===== config.mk =====
export PLATFORM = sky130hd
export DESIGN_NAME = fggf_queue
export DESIGN_NICKNAME = d
export VERILOG_FILES = /design/src/hdl/fggf_queue.sv
export SDC_FILE = /design/constraint.sdc
export NUM_CORES = 1
export LEC_CHECK = 0
export BUFFER_PORTS_ARGS = -buffer_cell sky130_fd_sc_hd__buf_2
export CAP_MARGIN = 15
export CORE_MARGIN = 3
export CORE_UTILIZATION = 47
export CTS_BUF_LIST = sky130_fd_sc_hd__clkbuf_4 sky130_fd_sc_hd__clkbuf_8
export CTS_CLUSTER_SIZE = 16
export DETAILED_ROUTE_END_ITERATION = 6
export PLACE_DENSITY = 0.73
export SLEW_MARGIN = 20
export SYNTH_ARGS = -nofsm -noshare
export SYNTH_HDL_FRONTEND = slang
export SYNTH_SLANG_ARGS = --single-unit

===== constraint.sdc =====
create_clock -name clk -period 1.3 [get_ports clk]
set_input_delay 0.13 -clock clk [delete_from_list [all_inputs] [get_ports clk]]
set_output_delay 0.13 -clock clk [all_outputs]
set_load 0.1 [all_outputs]

===== src/hdl/fggf_queue.sv =====
// Two-entry queue between the front and back parts.
// Generic width; no package use beyond house style.
module fggf_queue #(
  parameter int W = 8
) (
  input  logic clk,
  input  logic rst,
  input  logic wr_valid,
  output logic wr_ready,
  input  logic [W-1:0] wr_data,
  output logic rd_valid,
  input  logic rd_pop,
  output logic [W-1:0] rd_data
);
  logic [W-1:0] mem [2];
  logic wp, rp;
  logic [1:0] count;

  assign wr_ready = count != 2'd2;
  assign rd_valid = count != 2'd0;
  assign rd_data = mem[rp];

  always_ff @(posedge clk) begin
    if (wr_valid && wr_ready) mem[wp] <= wr_data;
    if (rst) begin
      wp <= 1'b0;
      rp <= 1'b0;
      count <= 2'd0;
    end else begin
      if (wr_valid && wr_ready) wp <= !wp;
      if (rd_pop && rd_valid) rp <= !rp;
      count <= count + 2'((wr_valid && wr_ready) ? 1 : 0) - 2'((rd_pop && rd_valid) ? 1 : 0);
    end
  end
endmodule


## After elaboration in Yosys (flattened, before gate mapping)

Memory sizes are Yosys's and may differ from the RTL's. A register that Yosys moved wholly into a read port is not among the register bits.
Cells that the tools add are included.

- Add/subtract/negate cells: 2
- Equality and inequality tests: 1
- Mux-type cells: 6
- Reductions and logical operators: 5

Operators by type and width:

| kind | number |
|---|---|
| two-way mux 1 bit | 6 |
| adder 2 x 1 -> 2 bit | 1 |
| logical AND 1 bit | 2 |
| logical NOT 1 bit | 2 |
| inequality test 2 bit, second input constant | 1 |
| nonzero test 2 bit | 1 |
| subtractor 2 x 1 -> 2 bit | 1 |

- Bits in registers: 4
- Memory bits (writable): 16
- Bits of input ports: 12
- Output and inout bits: 10
- Word-level logic and storage cells: 18
- Memories kept: 1

Memories:

| memory | words | bits a word | read ports | clocked after Yosys merged registers in | write ports | line | source |
|---|---|---|---|---|---|---|---|
| mem | 2 | 8 | 1 | 1 | 1 | 15 | `logic [W-1:0] mem [2];` |

## Longest topological paths before layout

- Depth in word-level cells: 5
- Mapped depth: 6
- Gate-level depth less buffers: 6

## Worst setup path before layout

No wires, ideal clock.

- Kind: reg2reg
- From: register count[0]
- To: memory mem[1][0], enable pin
- Setup time: 0.333 ns
- Data arrival time: 1.652 ns
- Required time: 0.967 ns
- Path slack: -0.684 ns
- Stages on the path, launching flop included: 3
- Path buffers: 0
- Path through: dfxtp_1 -> nand2b_1 -> and3_1

- Word-level cells in the longest chain between the ends: 4

Ends and longest elaborated chain:

| element | line | source |
|---|---|---|
| from (decl) | 17 | `logic [1:0] count;` |
| from (signal assigned) | 32 | `count <= count + 2'((wr_valid && wr_ready) ? 1 : 0) - 2'((rd_pop && rd_valid) ? 1 : 0);` |
| inequality test 2 bit | 19 | `assign wr_ready = count != 2'd2;` |
| named net wr_ready | 9 | `output logic wr_ready,` |
| logical AND 1 bit | 24 | `if (wr_valid && wr_ready) mem[wp] <= wr_data;` |
| two-way mux 1 bit | 24 |  |
| two-way mux 1 bit (not written as such) | 24 |  |
| to (decl) | 15 |  |

The timed path passes the listed nets, and every way through them passes these cells.

==> metrics.csv <==
metric;value;unit
fmaxAchievable;0.722;GHz
critPathRequiredTime;1170;ps
share_seq_of_total_power;34.7;%
hold_viol;0;
report.power.total;2.65;mW
grt_pass1_vias;518;
cellInternalPower;1.56;mW
critical_register_to_register_path_startpoint;count[1];
critical_path_arrival;1250;ps
clock_power_share;11.9;%
port-buffer-count;21;
timing.reg2reg.setup_slack;-20;ps
dp_slack;-38.4;ps
floorplan.die_area;2310;um2
rsz0062_at_grt;yes;
p_leak;0.507;nW
rows;14;
proportion_of_layout_cells_with_a_drive_suffix_above_1;59.3;%
worst_setup_path_start_kind;flop;
critical_path_peak_fanout;8;
cellPowerDensity;2140;nW/um2
fp.dieH;48.1;um
post_syn_area;832;um2
timing_worst_slew_pin_value;665;ps
replace_congestion;0.769;
global_route_wire_length_before_repair;2280;um
syn_area_cell;15.4;um2
setup_viol;11;
synth-seq-cells;21;
clock_insertion_delay_worst_skew;290;ps
clockRootBuffer;sky130_fd_sc_hd__clkbuf_4;
final_common_cell;sky130_fd_sc_hd__edfxtp_1;
postRouteAntennaNets;0;
total_of_warnings_raised_by_yosys;0;
fin_crit_sh;107;%
core;1580;um2
grt_start_max_net_pins;12;
detail_route.drc_violations;0;
cap_violations;0;
criticalPathCategory;reg -> out;
reg2regPathDepth;6;
comb_power_share;53.5;%
die_x;48.1;um
power.net_switching;1.09;mW
num_io_pins;22;
holdCritPathClass;in -> reg;
detailed_routing_iterations_pass_1;3;
htree_levels;1;
wl;1440;um
cts_hold_buffers_added;0;
grt_usage;14.8;%
ys_async_sr_fraction;0;%
ys_types;23;
grt_antenna_before_repair;0;
cts.sinks;21;
layout_common_cells;sky130_fd_sc_hd__edfxtp_1 (16), sky130_fd_sc_hd__buf_2 (11), sky130_fd_sc_hd__buf_12 (10);
finalMaxSlewViolations;0;
clk_transition_reported_paths;110;ps
cp-endpoint;rd_data[5];
failed_checks;negative setup slack;
n_antenna_cell;0;
finish.net_count;95;
drt-wirelength-per-cell;14.8;um
power.ir.vdd_worst;1160;uV
cts_made_buffers;3;
hpwlAfterDp;1030;um
cts_tree;yes;
power_switching_share;41.1;%
synth.net_count;67;
synth-main-ff-cell;sky130_fd_sc_hd__edfxtp_1;
clock-skew-final;4.89;ps
synth_edf_count;16;
drt_first_iter_violations;7;
period_minus_slack;1380;ps
grt.overflow.total;0;
netlist_instances;54;
synthToLayoutAreaGrowth;48.7;%
finalWorstSetupSlack;-84.6;ps
via_per_inst;5.44;
status;complete, but fails checks;
synth_sequential_area_ratio;69.8;%
crit_path_end_kind;primary output;
reg2reg_to;count[1];
initial_core_util;52.8;%
vias;528;
cts-root-to-sink-buffers;2;
slew_headroom;55.1;%
==> worst max-delay path: stages, from the launching register on <==
cell	delay (ps)
sky130_fd_sc_hd__dfxtp_4	450
sky130_fd_sc_hd__mux2_4	340
sky130_fd_sc_hd__buf_12	170
==> synthesized netlist by cell type (all sizes together) (2+ instances only) <==
cell type | count | area [um2]
nor2 | 4 | 15.0
edfxtp | 16 | 480
o21ai | 2 | 10.0
mux2 | 8 | 90.1
and3 | 2 | 12.5
dfxtp | 5 | 100
==> registers in the layout, indices dropped and copies added, names as in the netlist, named ones only <==
signal and flops:
count 2, mem 16, rp 1, wp 1
==> through the flow <==
step / setup TNS (ps) / cells / hold WS (ps) / area, um2 / util [%]
after floorplan: 0 / 54 / 194 / 847 / -
after global placement: 0 / 92 / 318 / 1120 / 70.9
after detailed placement: -38.4 / 92 / 322 / 1120 / 70.9
after CTS: -723 / 97 / 18.6 / 1220 / 77.3
after global routing: -1120 / 97 / 10.4 / 1240 / 78.5
final: -622 / 97 / 25.0 / 1240 / 78.5
==> power by group through the flow <==
stage	registers (mW)	clock network, mW	logic [mW]
2_1_floorplan	0.876	0	0.888
3_5_place_dp	0.912	0	1.26
6_report	0.918	0.314	1.42
3_3_place_gp	0.905	0	1.24
4_1_cts	0.918	0.323	1.39
5_1_grt	0.930	0.351	1.46
==> what timing repair did <==
action | CTS | global route
pin swaps | 4 | 1
hold endpoints to repair | 0 | 0
setup buffers | 1 | 0
endpoints found under the setup margin | 10 | 11
resized for setup | 18 | 4
==> metal layers <==
metal	track usage (%)	vias up	wire, um
met5	0	-	0
met4	4.84	0	12
met3	3.38	2	45
met2	24.0	11	731
met1	19.5	253	649
li1	-	262	-
==> worst min path at each step <==
stage / startpoint / end / slack, ps / depth (start not counted)
after floorplan: rst / count[0] / 190 / 1
after global placement: wr_data[1] / mem[0][1] / 320 / 1
after detailed placement: wr_data[5] / mem[1][5] / 320 / 1
after CTS: wr_data[1] / mem[0][1] / 20 / 1
after global routing: wr_data[5] / mem[0][5] / 10 / 1
final: wr_data[1] / mem[0][1] / 20 / 1
==> final cells by class <==
cell class / count / area (um2)
Tap cell: 16 / 20.0
Fill cell: 95 / 339
Multi-Input combinational cell: 31 / 313
Clock buffer: 4 / 30.0
Timing Repair Buffer: 24 / 282
Sequential cell: 21 / 589
Inverter: 1 / 3.75
==> cells by family after synthesis <==
family,share of synthesized area (%)
compound gates,5.26
xor+xnor,1.05
fa+ha+maj,1.50
buf+inv,1.05
flops,69.8
mux,10.8
simple gates,10.5
No activity file was read; power rests on OpenSTA's default activity.
