<file path="src/hdl/fggf_pkg.sv">
// Shared types and constants for the spectral gradient filter.
// No dependencies.
package fggf_pkg;

  localparam int GRID_W = 11;
  localparam int AXIS_W = 2;
  localparam int SAMPLE_W = 32;
  localparam int FRAC_W = 24;
  localparam int CFG_IDX_W = 2;

  localparam logic [CFG_IDX_W-1:0] CFG_GRID_SIZE = 2'd0;
  localparam logic [CFG_IDX_W-1:0] CFG_FIRST_AXIS = 2'd1;
  localparam logic [CFG_IDX_W-1:0] CFG_SECOND_AXIS = 2'd2;
  localparam logic [CFG_IDX_W-1:0] CFG_WAVE_STEP = 2'd3;

  localparam logic [GRID_W-1:0] GRID_RESET = 11'd256;
  localparam logic [SAMPLE_W-1:0] STEP_RESET = 32'd16777216;

  localparam logic [1:0] BK_IDLE = 2'd0;
  localparam logic [1:0] BK_DIV = 2'd1;
  localparam logic [1:0] BK_FIN = 2'd2;

  typedef struct packed {
    logic [GRID_W-1:0] n;
    logic [AXIS_W-1:0] a;
    logic [AXIS_W-1:0] b;
    logic has_b;
    logic [SAMPLE_W-1:0] dk;
  } cfg_t;

endpackage

</file>
<file path="src/hdl/fggf_back.sv">
// Back part: two restoring divider lanes sharing a divisor, rounding and saturation.
// Drives the output register; uses fggf_pkg.
module fggf_back #(
  parameter int NUMW = 76,
  parameter int DW = 52
) (
  input  logic clk,
  input  logic rst,
  input  logic q_valid,
  output logic q_pop,
  input  logic [4+2*NUMW+DW-1:0] q_data,
  output logic out_valid,
  input  logic out_ready,
  output logic [fggf_pkg::SAMPLE_W-1:0] result_re,
  output logic [fggf_pkg::SAMPLE_W-1:0] result_im,
  output logic saturated,
  output logic grid_end
);
  import fggf_pkg::*;

  localparam int CW = $clog2(NUMW + 1);
  localparam logic [NUMW:0] NEG_LIM = (NUMW+1)'(33'h080000000);
  localparam logic [NUMW:0] POS_LIM = (NUMW+1)'(33'h07fffffff);

  logic [1:0] state;
  logic [CW-1:0] cnt;
  logic [NUMW-1:0] na, nb, qa, qb, qa_next, qb_next, na_next, nb_next;
  logic [DW-1:0] d, ra, rb, ra_next, rb_next;
  logic zero, last, nega, negb;

  function automatic logic [DW:0] shift_in(input logic [DW-1:0] r, input logic b);
    return {r, b};
  endfunction

  logic [DW:0] rsa, rsb;
  logic gea, geb;
  always_comb begin
    rsa = shift_in(ra, na[NUMW-1]);
    rsb = shift_in(rb, nb[NUMW-1]);
    gea = rsa >= {1'b0, d};
    geb = rsb >= {1'b0, d};
    ra_next = gea ? DW'(rsa - {1'b0, d}) : rsa[DW-1:0];
    rb_next = geb ? DW'(rsb - {1'b0, d}) : rsb[DW-1:0];
    qa_next = {qa[NUMW-2:0], gea};
    qb_next = {qb[NUMW-2:0], geb};
    na_next = na << 1;
    nb_next = nb << 1;
  end

  function automatic logic [SAMPLE_W:0] finish(input logic [NUMW-1:0] q,
      input logic [DW-1:0] r, input logic [DW-1:0] dv, input logic neg);
    logic [NUMW:0] qx;
    logic rnd, s;
    logic [SAMPLE_W-1:0] v;
    rnd = {r, 1'b0} >= {1'b0, dv};
    qx = {1'b0, q} + (NUMW+1)'(rnd);
    if (neg) begin
      s = qx > NEG_LIM;
      v = s ? 32'h80000000 : SAMPLE_W'(-qx[SAMPLE_W-1:0]);
    end else begin
      s = qx > POS_LIM;
      v = s ? 32'h7fffffff : qx[SAMPLE_W-1:0];
    end
    return {s, v};
  endfunction

  logic [SAMPLE_W:0] fa, fb;
  always_comb begin
    fa = finish(qa, ra, d, nega);
    fb = finish(qb, rb, d, negb);
  end

  assign q_pop = (state == BK_IDLE) && q_valid;

  always_ff @(posedge clk) begin
    if (rst) begin
      state <= BK_IDLE;
      out_valid <= 1'b0;
    end else begin
      if (out_valid && out_ready && (state != BK_FIN)) out_valid <= 1'b0;
      unique case (state)
        BK_IDLE: begin
          if (q_valid) begin
            {zero, last, nega, negb, na, nb, d} <= q_data;
            qa <= '0;
            qb <= '0;
            ra <= '0;
            rb <= '0;
            cnt <= '0;
            state <= q_data[4+2*NUMW+DW-1] ? BK_FIN : BK_DIV;
          end
        end
        BK_DIV: begin
          qa <= qa_next;
          qb <= qb_next;
          ra <= ra_next;
          rb <= rb_next;
          na <= na_next;
          nb <= nb_next;
          cnt <= cnt + 1'b1;
          if (cnt == CW'(NUMW - 1)) state <= BK_FIN;
        end
        BK_FIN: begin
          if (!out_valid || out_ready) begin
            out_valid <= 1'b1;
            result_re <= zero ? '0 : fa[SAMPLE_W-1:0];
            result_im <= zero ? '0 : fb[SAMPLE_W-1:0];
            saturated <= !zero && (fa[SAMPLE_W] || fb[SAMPLE_W]);
            grid_end <= last;
            state <= BK_IDLE;
          end
        end
        default: state <= BK_IDLE;
      endcase
    end
  end
endmodule

</file>
<file path="config.mk">
export PLATFORM = sky130hd
export DESIGN_NAME = fggf_back
export DESIGN_NICKNAME = d
export VERILOG_FILES = /design/src/hdl/fggf_pkg.sv /design/src/hdl/fggf_back.sv
export SDC_FILE = /design/constraint.sdc
export NUM_CORES = 1
export LEC_CHECK = 0
export ABC_CLOCK_PERIOD_IN_PS = 45600
export BUFFER_PORTS_ARGS = -buffer_cell sky130_fd_sc_hd__buf_2
export CAP_MARGIN = 30
export CORE_ASPECT_RATIO = 0.7
export CORE_MARGIN = 10
export CORE_UTILIZATION = 30
export DETAILED_ROUTE_END_ITERATION = 12
export PLACE_DENSITY = 0.46
export RECOVER_POWER = 25
export SLEW_MARGIN = 20
export SYNTH_ARGS = -nofsm -noshare
export SYNTH_HDL_FRONTEND = slang
export SYNTH_SLANG_ARGS = --single-unit
</file>
<file path="constraint.sdc">
create_clock -name clk -period 45.6 [get_ports clk]
set_input_delay 11.4 -clock clk [delete_from_list [all_inputs] [get_ports clk]]
set_output_delay 11.4 -clock clk [all_outputs]
set_load 0.01 [all_outputs]
</file>
### After elaboration in Yosys (flattened, before gate mapping)

Index checks and enable logic that the tools add are counted.

| cells by class | value |
|---|---|
| add/subtract/negate cells | 7 |
| bitwise logic cells | 1 |
| multiplexer cells | 30 |
| reductions and logical operators | 14 |
| equality and inequality tests | 7 |
| div/mod/pow operators | 0 |
| multipliers | 0 |
| shift operators | 0 |
| magnitude comparators | 8 |

Operator list:

| cell | number |
|---|---|
| case mux 76 bit (2 select lines) | 4 |
| two-way mux 76 bit | 3 |
| >= comparator 53 x 52 -> 1 bit | 4 |
| case mux 52 bit (2 select lines) | 2 |
| two-way mux 32 bit | 6 |
| two-way mux 52 bit | 3 |
| adder 76 x 1 -> 77 bit | 2 |
| > comparator 77 x 31 -> 1 bit (second input constant) | 2 |
| > comparator 77 x 32 -> 1 bit (second input constant) | 2 |
| subtractor 52 bit | 2 |
| negator 32 bit | 2 |
| case mux 7 bit (2 select lines) | 1 |
| AND reduction 3 bit | 4 |
| two-way mux 2 bit | 4 |
| inequality test 2 bit (second input constant) | 4 |
| adder 7 x 1 -> 7 bit (second input constant) | 1 |
| equality test 7 bit (second input constant) | 1 |
| two-way mux 7 bit | 1 |
| case mux 2 bit (3 select lines) | 1 |
| two-way mux 1 bit | 5 |
| logical AND 1 bit | 4 |
| equality test 2 x 1 -> 1 bit (second input constant) | 1 |
| equality test 2 bit (second input constant) | 1 |
| zero test 1 bit | 2 |
| 4 further kinds | 5 |

| storage, ports and cells | value |
|---|---|
| memories | 0 |
| bits in writable memories | 0 |
| bits in latches | 0 |
| output and inout port bits | 68 |
| memory bits (read-only) | 0 |
| register bits | 540 |
| logic and storage cells | 85 |

### Longest topological paths before layout

Gate-level depths: netlist (run 1).

| logic depth | value |
|---|---|
| depth after elaboration | 6 |
| gate-level depth with buffers | 26 |
| gate-level depth less buffers | 24 |

### Worst setup path after synthesis (run 1)

Ideal clock, no wire load.

| timing path | value |
|---|---|
| path type | input port to flip-flop |
| start point | input port rst |
| end point | register cnt[0], enable pin |
| data arrival time | 39,418 ps |
| library setup time | 1,700 ps |
| setup slack | 4,482 ps |
| buffers on the path | 0 |
| stages | 1 |
| data required time | 43,900 ps |
| path through | nor3_1 |

| between the ends | value |
|---|---|
| longest elaborated chain between the ends | 2 |

RTL lines:

| what | RTL line | source |
|---|---|---|
| start: declaration | fggf_back.sv:8 | `input logic rst,` |
| inverter 1 bit (no source line) | n/a |  |
| AND reduction 3 bit (no source line) | n/a |  |
| end signal: assignment | fggf_back.sv:100 | `cnt <= cnt + 1'b1;` |
| end: declaration | fggf_back.sv:26 | `logic [CW-1:0] cnt;` |

No other way between the ends.
A chain may end at the register's enable or synchronous reset.

### Worst setup path in the final report (run 1)

| timing path | value |
|---|---|
| start point | input port q_valid |
| end point | output port q_pop |

| between the ends | value |
|---|---|
| longest elaborated chain between the ends | 1 |

RTL lines:

| what | RTL line | source |
|---|---|---|
| start: declaration | fggf_back.sv:9 | `input logic q_valid,` |
| logical AND 1 bit | fggf_back.sv:73 | `assign q_pop = (state == BK_IDLE) && q_valid;` |
| end: declaration | fggf_back.sv:10 | `output logic q_pop,` |

No other way between the ends.

==> run summary, run 1 <==
Final period util -> 0.5131
setup TNS -> 0 ns
top cells by count, synth -> nand2_1 (696), edfxtp_1 (537), nor2_1 (254)
drt wl/cell -> 20.96 um
Post-Synth XOR/XNOR Area -> 0.04799
largest family of logic cells by synthesized area -> simple AND/OR/NAND/NOR gates
hold buffer count at CTS -> 0
post-synthesis compound-gate area fraction -> 0.1467
GRT Total Usage -> 0.1726
leakage -> 14.99 nW
CP max stage delay -> 0.30 ns
Starting Density -> 0.3027
first-pass GRT wire length -> 177.3 mm
number of remaining DRC errors -> 0
Net Sw Frac -> 0.2902
status -> finished, violations left
number of flops mapped to enable cells by yosys -> 537
die area -> 130400 um2
fin nets -> 4275
RePlAce Congestion -> 0.8772
drt total wl -> 115.9 mm
Yosys top cell area share -> 0.4626
TritonCTS Buffers -> 66
Worst Hold Class -> reg2reg
P_int -> 0.9865 mW
max_cap viols -> 11
top_reg_cell synth -> edfxtp_1
CP Buf/Inv Count -> 2
HPWL Detailed -> 85.51 mm
most common cell in the netlist -> nand2_1
Sequential Power Share -> 0.439
Pwr per Cell Area -> 34.80 nW/um2
Final Hold Fails -> 0
die height -> 305.2 um
CP arrival -> 12.00 ns
htree depth -> 3
FF+latch count, synth -> 540
fin crit period -> 23.40 ns
part of the power in combinational logic -> 0.168
CP delay by family, top -> buffers and inverters
fmax -> 42.74 MHz
post-synthesis average cell area -> 9.313 um2
Final Skew -> 0.03694 ns
worst slew pin tran -> 3.735 ns
CP Capture Type -> output pin
Core ar. -> 115200 um2
worst vdd ir -> 0.02406 mV
critical path class -> in2out
Crit path top cell by count -> buf_2
clock sinks -> 540
failing checks -> capacitance limit, slew limit
NetSw -> 0.4034 mW
# rows -> 104
post-CTS setup buffers -> 0
Finished Layout Cells -> 5532
Slowest-stage cell, CP -> nor3b_1
unrepaired setup endpoints after global routing -> false
final-layout fill cell count -> 11940
Cell Count Post-Placement -> 5414
Synth Instances -> 3743
Skew-Pair Late Insertion Delay -> 0.65 ns
Synth cell types -> 97
number of DRC markers in iteration 0 -> 3089
YS warnings -> 0
largest net degree at the start of global routing -> 159
TritonCTS clock tree -> built
Post-Synth Simple-Gate Area -> 0.2522
clk buf depth -> 3
area delta synth->final -> 14.57%
antenna violations before repair -> 6
I/O Buffers -> 279
Post-CTS Resized -> 0
Post-DRT Antenna Nets -> 0
Detailed Routing Iterations Pass 1 -> 5
mean number of vias per cell -> 5.326
vias after detailed routing -> 29470
I/O pin count -> 280
Rel. slew slack -> -1.490
Post-Syn Area -> 34860 um2
sequential-to-total area share from yosys stat -> 0.4643
Post-Synth Adder-Cell Area -> 0.04243
share of cells above drive strength 1 -> 0.1179
post-synth top area cell -> edfxtp_1
root buf cell -> clkbuf_16
clk slew on worst S/H paths -> 0.06 ns
worst path cell trace -> buf_2 -> nor3b_1 -> buf_2
Critical Path RT -> 34.20 ns
die width -> 427.4 um
fin. max-slew vios -> 533
vias in the first global route -> 28000
ys async rst share -> 0
mux cell area share after synthesis -> 0.01156
post-synthesis net count -> 4072
leading post-synthesis cells by cell area -> edfxtp_1 (46%), nand2_1 (7.5%), ha_1 (4.1%), xnor2_1 (3.1%), a21oi_1 (3.0%)
worst-path fanout max -> 3
Setup Viol. Count Final -> 0
total grt overflow -> 0
critical path startpoint category -> input port
Clock power frac -> 0.393
-- routing by layer --
metal | part of all wire | track usage | routed length, um
met1 | 0.51 | 0.2716 | 59450
met2 | 0.39 | 0.2281 | 44870
met3 | 0.077 | 0.04412 | 8919
met4 | 0.022 | 0.04009 | 2523
met5 | 0.0015 | 0.007034 | 173
-- logic make-up after synthesis --
group,count (synthesis)
fa+ha+maj,117
mux,39
flops,540
xor+xnor,191
simple gates,1780
compound gates,764
buf+inv,312
-- per-stage QoR --
step	worst slack (ns)	instance area, um2	hold WS (ns)	power, mW	util
6_report	22.20	39940	0.4197	1.390	0.3468
5_1_grt	22.13	39940	0.4428	1.458	0.3468
4_1_cts	22.21	40030	0.4213	1.408	0.3476
3_5_place_dp	22.21	37860	0.4074	0.8516	0.3288
3_3_place_gp	22.16	37820	0.4069	0.8512	0.3284
2_1_floorplan	4.482	34860	0.4003	0.7966	-
-- power by group through the flow --
stage / clock, mW / combinational [mW] / sequential, mW
finish: 0.546 / 0.233 / 0.611
global route: 0.583 / 0.260 / 0.615
CTS: 0.566 / 0.232 / 0.611
detailed placement: 0 / 0.231 / 0.620
global placement: 0 / 0.231 / 0.621
floorplan: 0 / 0.162 / 0.634
-- cell usage in the layout, fill, tap and decap left out, types with 14 or more instances in the layout --
| cell | instances |
|---|---|
| a211oi_1 | 35 |
| a21o_1 | 92 |
| a21oi_1 | 208 |
| a31oi_1 | 28 |
| and2_0 | 67 |
| and2_1 | 92 |
| and3_1 | 59 |
| and4_1 | 26 |
| buf_2 | 281 |
| buf_4 | 22 |
| clkbuf_1 | 31 |
| clkbuf_16 | 68 |
| edfxtp_1 | 537 |
| ha_1 | 115 |
| inv_1 | 121 |
| mux2i_1 | 29 |
| nand2_1 | 695 |
| nand2b_1 | 19 |
| nand3_1 | 142 |
| nand3b_1 | 14 |
| nand4_1 | 114 |
| nand4b_1 | 17 |
| nor2_1 | 253 |
| nor2b_1 | 22 |
| nor3_1 | 80 |
| nor3b_1 | 16 |
| nor4_1 | 59 |
| o211ai_1 | 39 |
| o21a_1 | 25 |
| o21ai_0 | 121 |
| o21bai_1 | 22 |
| o22ai_1 | 15 |
| o31ai_1 | 18 |
| or2_2 | 17 |
| or3_1 | 26 |
| or4_1 | 22 |
| xnor2_1 | 124 |
| xor2_1 | 67 |
-- flip-flops by register name, indices dropped and copies added, names as in the netlist --
signal and count:
rb 52, state 2, na 76, nb 76, result_re 32, last 1
cnt 7, out_valid 1, saturated 1, d 52, grid_end 1, negb 1
qb 76, ra 52, zero 1, nega 1, qa 76, result_im 32
-- path summary, 6_finish.rpt --
| path | startpoint | end | slack, ns | depth (start not counted) |
|---|---|---|---|---|
| setup / recovery | q_valid | q_pop | 22.20 | 3 |
| hold / removal | last$_DFFE_PP_ | grid_end$_DFFE_PP_ | 0.42 | 0 |
| setup reg to reg | d[27]$_DFFE_PP_ | result_im[13]$_SDFFCE_PP0P_ | 35.60 | 25 |
| hold reg to reg | last$_DFFE_PP_ | grid_end$_DFFE_PP_ | 0.42 | 0 |
-- final cells by class --
type	instances	area, um2	share of cell area
Multi-Input combinational cell	2891	17510	0.4384
Sequential cell	540	16190	0.4053
Tap cell	1537	1923	0.04815
Clock buffer	81	1750	0.04383
Timing Repair Buffer	325	1698	0.04251
Inverter	122	457.9	0.01147
Clock inverter	35	412.9	0.01034
Antenna cell	1	2.502	0.00006266
No activity file was read; power rests on OpenSTA's default activity.
==> inputs of run 2 (changes only) <==
- ABC_AREA: default -> 1
- ABC_CLOCK_PERIOD_IN_PS: 45600 -> 22100
- clock period: 45.6 -> 22.1 ns (I/O delays scaled with it)
==> run summary, run 2 <==
sequential cell area -> 16190 um2 (unchanged)
fin nets -> 5578 (was 4275)
number of flops mapped to enable cells by yosys -> 537 (unchanged)
largest family of logic cells by synthesized area -> simple AND/OR/NAND/NOR gates (unchanged)
Post-DRT Antenna Nets -> 0 (unchanged)
Final period util -> 0.5196
part of the power in combinational logic -> 0.219 (was 0.168)
Worst Reg-to-Reg Cells -> 7 (was 25)
die height -> 314.4 um (was 305.2 um)
setup TNS -> 0 ns (unchanged)
top cells by count, synth -> nand2_1 (1557), nor2_1 (809), inv_1 (564) (was nand2_1 (696), edfxtp_1 (537), nor2_1 (254))
worst slew pin tran -> 5.825 ns (was 3.735 ns)
htree depth -> 3 (unchanged)
Finished Layout Cells -> 6939 (was 5532)
fin. max-slew vios -> 406 (was 533)
CP arrival -> 5.96 ns (was 12.00 ns)
critical path startpoint category -> input port (unchanged)
Critical Path RT -> 16.58 ns (was 34.20 ns)
P_int -> 2.167 mW (was 0.9865 mW)
number of DRC markers in iteration 0 -> 3012 (was 3089)
clock sinks -> 540 (unchanged)
hold buffer count at CTS -> 0 (unchanged)
largest net degree at the start of global routing -> 143 (was 159)
clk buf depth -> 3 (unchanged)
final-layout fill cell count -> 13130 (was 11940)
HPWL Detailed -> 100.4 mm (was 85.51 mm)
post-synth top area cell -> edfxtp_1 (unchanged)
Yosys top cell area share -> 0.4342 (was 0.4626)
CP Capture Type -> output pin (unchanged)
max_cap viols -> 5 (was 11)
worst reg2reg path endpoint -> na[72]$_DFFE_PP_ (was result_im[13]$_SDFFCE_PP0P_)
fin crit period -> 11.48 ns
Post-Synth Adder-Cell Area -> 0.03983 (was 0.04243)
Core ar. -> 122200 um2 (was 115200 um2)
GRT Total Usage -> 0.1818 (was 0.1726)
most frequent cells in the layout -> nand2_1 (1556), nor2_1 (808), inv_1 (564), edfxtp_1 (537), buf_2 (279) (was nand2_1 (695), edfxtp_1 (537), buf_2 (281), nor2_1 (253), a21oi_1 (208))
number of remaining DRC errors -> 0 (unchanged)
Detailed Routing Iterations Pass 1 -> 5 (unchanged)
Final Util -> 0.3491 (was 0.3468)
Synth cell types -> 63 (was 97)
worst vdd ir -> 0.04739 mV (was 0.02406 mV)
Worst Hold Slack -> 0.4195 ns (was 0.4197 ns)
die area -> 138500 um2 (was 130400 um2)
Cell Count Post-Placement -> 6812 (was 5414)
clk slew on worst S/H paths -> 0.06 ns (about the same)
Starting Density -> 0.3038 (was 0.3027)
NetSw -> 1.036 mW (was 0.4034 mW)
footprint of the multi-input gates -> 18320 um2 (was 17510 um2)
post-CTS setup buffers -> 0 (unchanged)
Post-CTS Resized -> 0 (unchanged)
hold depth -> 0 (unchanged)
post-synthesis compound-gate area fraction -> 0.09252 (was 0.1467)
status -> finished, violations left (unchanged)
Net Sw Frac -> 0.3235 (was 0.2902)
share of cells above drive strength 1 -> 0.09636 (was 0.1179)
worst hold start -> last$_DFFE_PP_ (unchanged)
Final Hold Fails -> 0 (unchanged)
most common cell in the netlist -> nand2_1 (unchanged)
Post-Syn Area -> 37130 um2 (was 34860 um2)
Setup Viol. Count Final -> 0 (unchanged)
YS warnings -> 0 (unchanged)
# rows -> 107 (was 104)
Total Power -> 3.203 mW (was 1.390 mW)
I/O Buffers -> 279 (unchanged)
FF+latch count, synth -> 540 (unchanged)
sequential-to-total area share from yosys stat -> 0.4359 (was 0.4643)
post-synthesis average cell area -> 7.443 um2 (was 9.313 um2)
RePlAce Congestion -> 0.9436 (was 0.8772)
failing checks -> capacitance limit, slew limit (unchanged)
root buf cell -> clkbuf_16 (unchanged)
Worst Hold Class -> reg2reg (unchanged)
mean number of vias per cell -> 4.849 (was 5.326)
r2r setup slk -> 12.76 ns (was 35.60 ns)
post-synthesis net count -> 5318 (was 4072)
top_reg_cell synth -> edfxtp_1 (unchanged)
Pwr per Cell Area -> 75.07 nW/um2 (was 34.80 nW/um2)
unrepaired setup endpoints after global routing -> false (unchanged)
die width -> 440.5 um (was 427.4 um)
drt total wl -> 130.5 mm (was 115.9 mm)
leading post-synthesis cells by cell area -> edfxtp_1 (43%), nand2_1 (16%), nor2_1 (8.2%), inv_1 (5.7%), ha_1 (3.9%) (was edfxtp_1 (46%), nand2_1 (7.5%), ha_1 (4.1%), xnor2_1 (3.1%), a21oi_1 (3.0%))
I/O pin count -> 280 (unchanged)
Post-Synth XOR/XNOR Area -> 0.04522 (was 0.04799)
total grt overflow -> 0 (unchanged)
Rel. slew slack -> -2.904 (was -1.490)
Post-Synth Simple-Gate Area -> 0.3151 (was 0.2522)
drt wl/cell -> 18.80 um (was 20.96 um)
area delta synth->final -> 14.92% (was 14.57%)
first-pass GRT wire length -> 196.1 mm (was 177.3 mm)
Skew-Pair Late Insertion Delay -> 0.68 ns (was 0.65 ns)
antenna violations before repair -> 6 (unchanged)
vias after detailed routing -> 33650 (was 29470)
fmax -> 87.08 MHz
vias in the first global route -> 31650 (was 28000)
mux cell area share after synthesis -> 0 (was 0.01156)
Final Skew -> 0.05125 ns (was 0.03694 ns)
Sequential Power Share -> 0.410 (was 0.439)
worst-path fanout max -> 2 (was 3)
TritonCTS Buffers -> 66 (unchanged)
worst r2r src -> state[0]$_SDFFE_PP0P_ (was d[27]$_DFFE_PP_)
Synth Instances -> 4989 (was 3743)
WHS Endpoint -> grid_end$_DFFE_PP_ (unchanged)
critical path class -> in2out (unchanged)
Clock power frac -> 0.370 (was 0.393)
leakage -> 17.74 nW (was 14.99 nW)
TritonCTS clock tree -> built (unchanged)
ys async rst share -> 0 (unchanged)
commonest non-fill, non-tap cell in the layout -> nand2_1 (unchanged)
## run 2: cell types whose count changed after synthesis, moves of 54 or more
cell / change
a21o_1: -77
clkbuf_1: -64
inv_1: +443
nor2_1: +555
and2_1: -152
nand2_1: +861
o21ai_0: +97
xnor2_1: -73
nand4_1: -58
and3_1: -54
xor2_1: +65
a21oi_1: +66
nand3_1: +89
## run 2: cells by family after synthesis
logic type               after synthesis
flip-flops                           540
adder cells (fa/ha/maj)              117
AND/OR/NAND/NOR                     2827
XOR/XNOR                             187
buffers and inverters                690
AO/OA/AOI/OAI                        628
## run 2: power groups by stage
stage                     clock network [mW]  registers, mW  logic, mW
after floorplan                            0           1.35      0.472
after CTS                               1.23           1.31      0.693
after detailed placement                   0           1.33      0.691
after global routing                    1.26           1.32      0.793
final                                   1.19           1.31      0.702
after global placement                     0           1.33      0.691
## run 2: cell type report
type	instances	area share
multi-input combinational	3759	0.4293
sequential	540	0.3793
inverter	577	0.05081
tap	1635	0.04794
clock buffer	73	0.04028
timing repair buffer	305	0.03905
clock inverter	49	0.01325
antenna	1	0.00005864
## run 2: critical path: stages
cell	delay (ns)
buf_2	0.09
inv_1	0.05
nor2_1	0.14
buf_2	0.15
## run 2: worst max-delay path by stage
| stage | start | to | slack (ns) |
|---|---|---|---|
| after CTS | q_valid | q_pop | 10.60 |
| after floorplan | q_valid | cnt[0]$_SDFFCE_PN0P_ | 4.93 |
| after global routing | q_valid | q_pop | 10.58 |
| final | q_valid | q_pop | 10.62 |
| after detailed placement | q_valid | q_pop | 10.61 |
| after global placement | q_valid | q_pop | 10.60 |
## run 2: metrics by stage
stage	worst slack [ns]	area (um2)
6_report	10.62	42670
5_1_grt	10.58	42670
4_1_cts	10.60	42650
3_5_place_dp	10.61	40360
3_3_place_gp	10.60	40300
2_1_floorplan	4.928	37140
## run 2: metal layers
layer  vias up  global-route usage  wire length, um  share of wire
li1      16830                   -                -              -
met1     15720              0.2878            68010           0.52
met2       952              0.2451            50450           0.39
met3       135             0.03952             9289          0.071
met4         4             0.03996             2702          0.021
met5         -                   0               24        0.00018
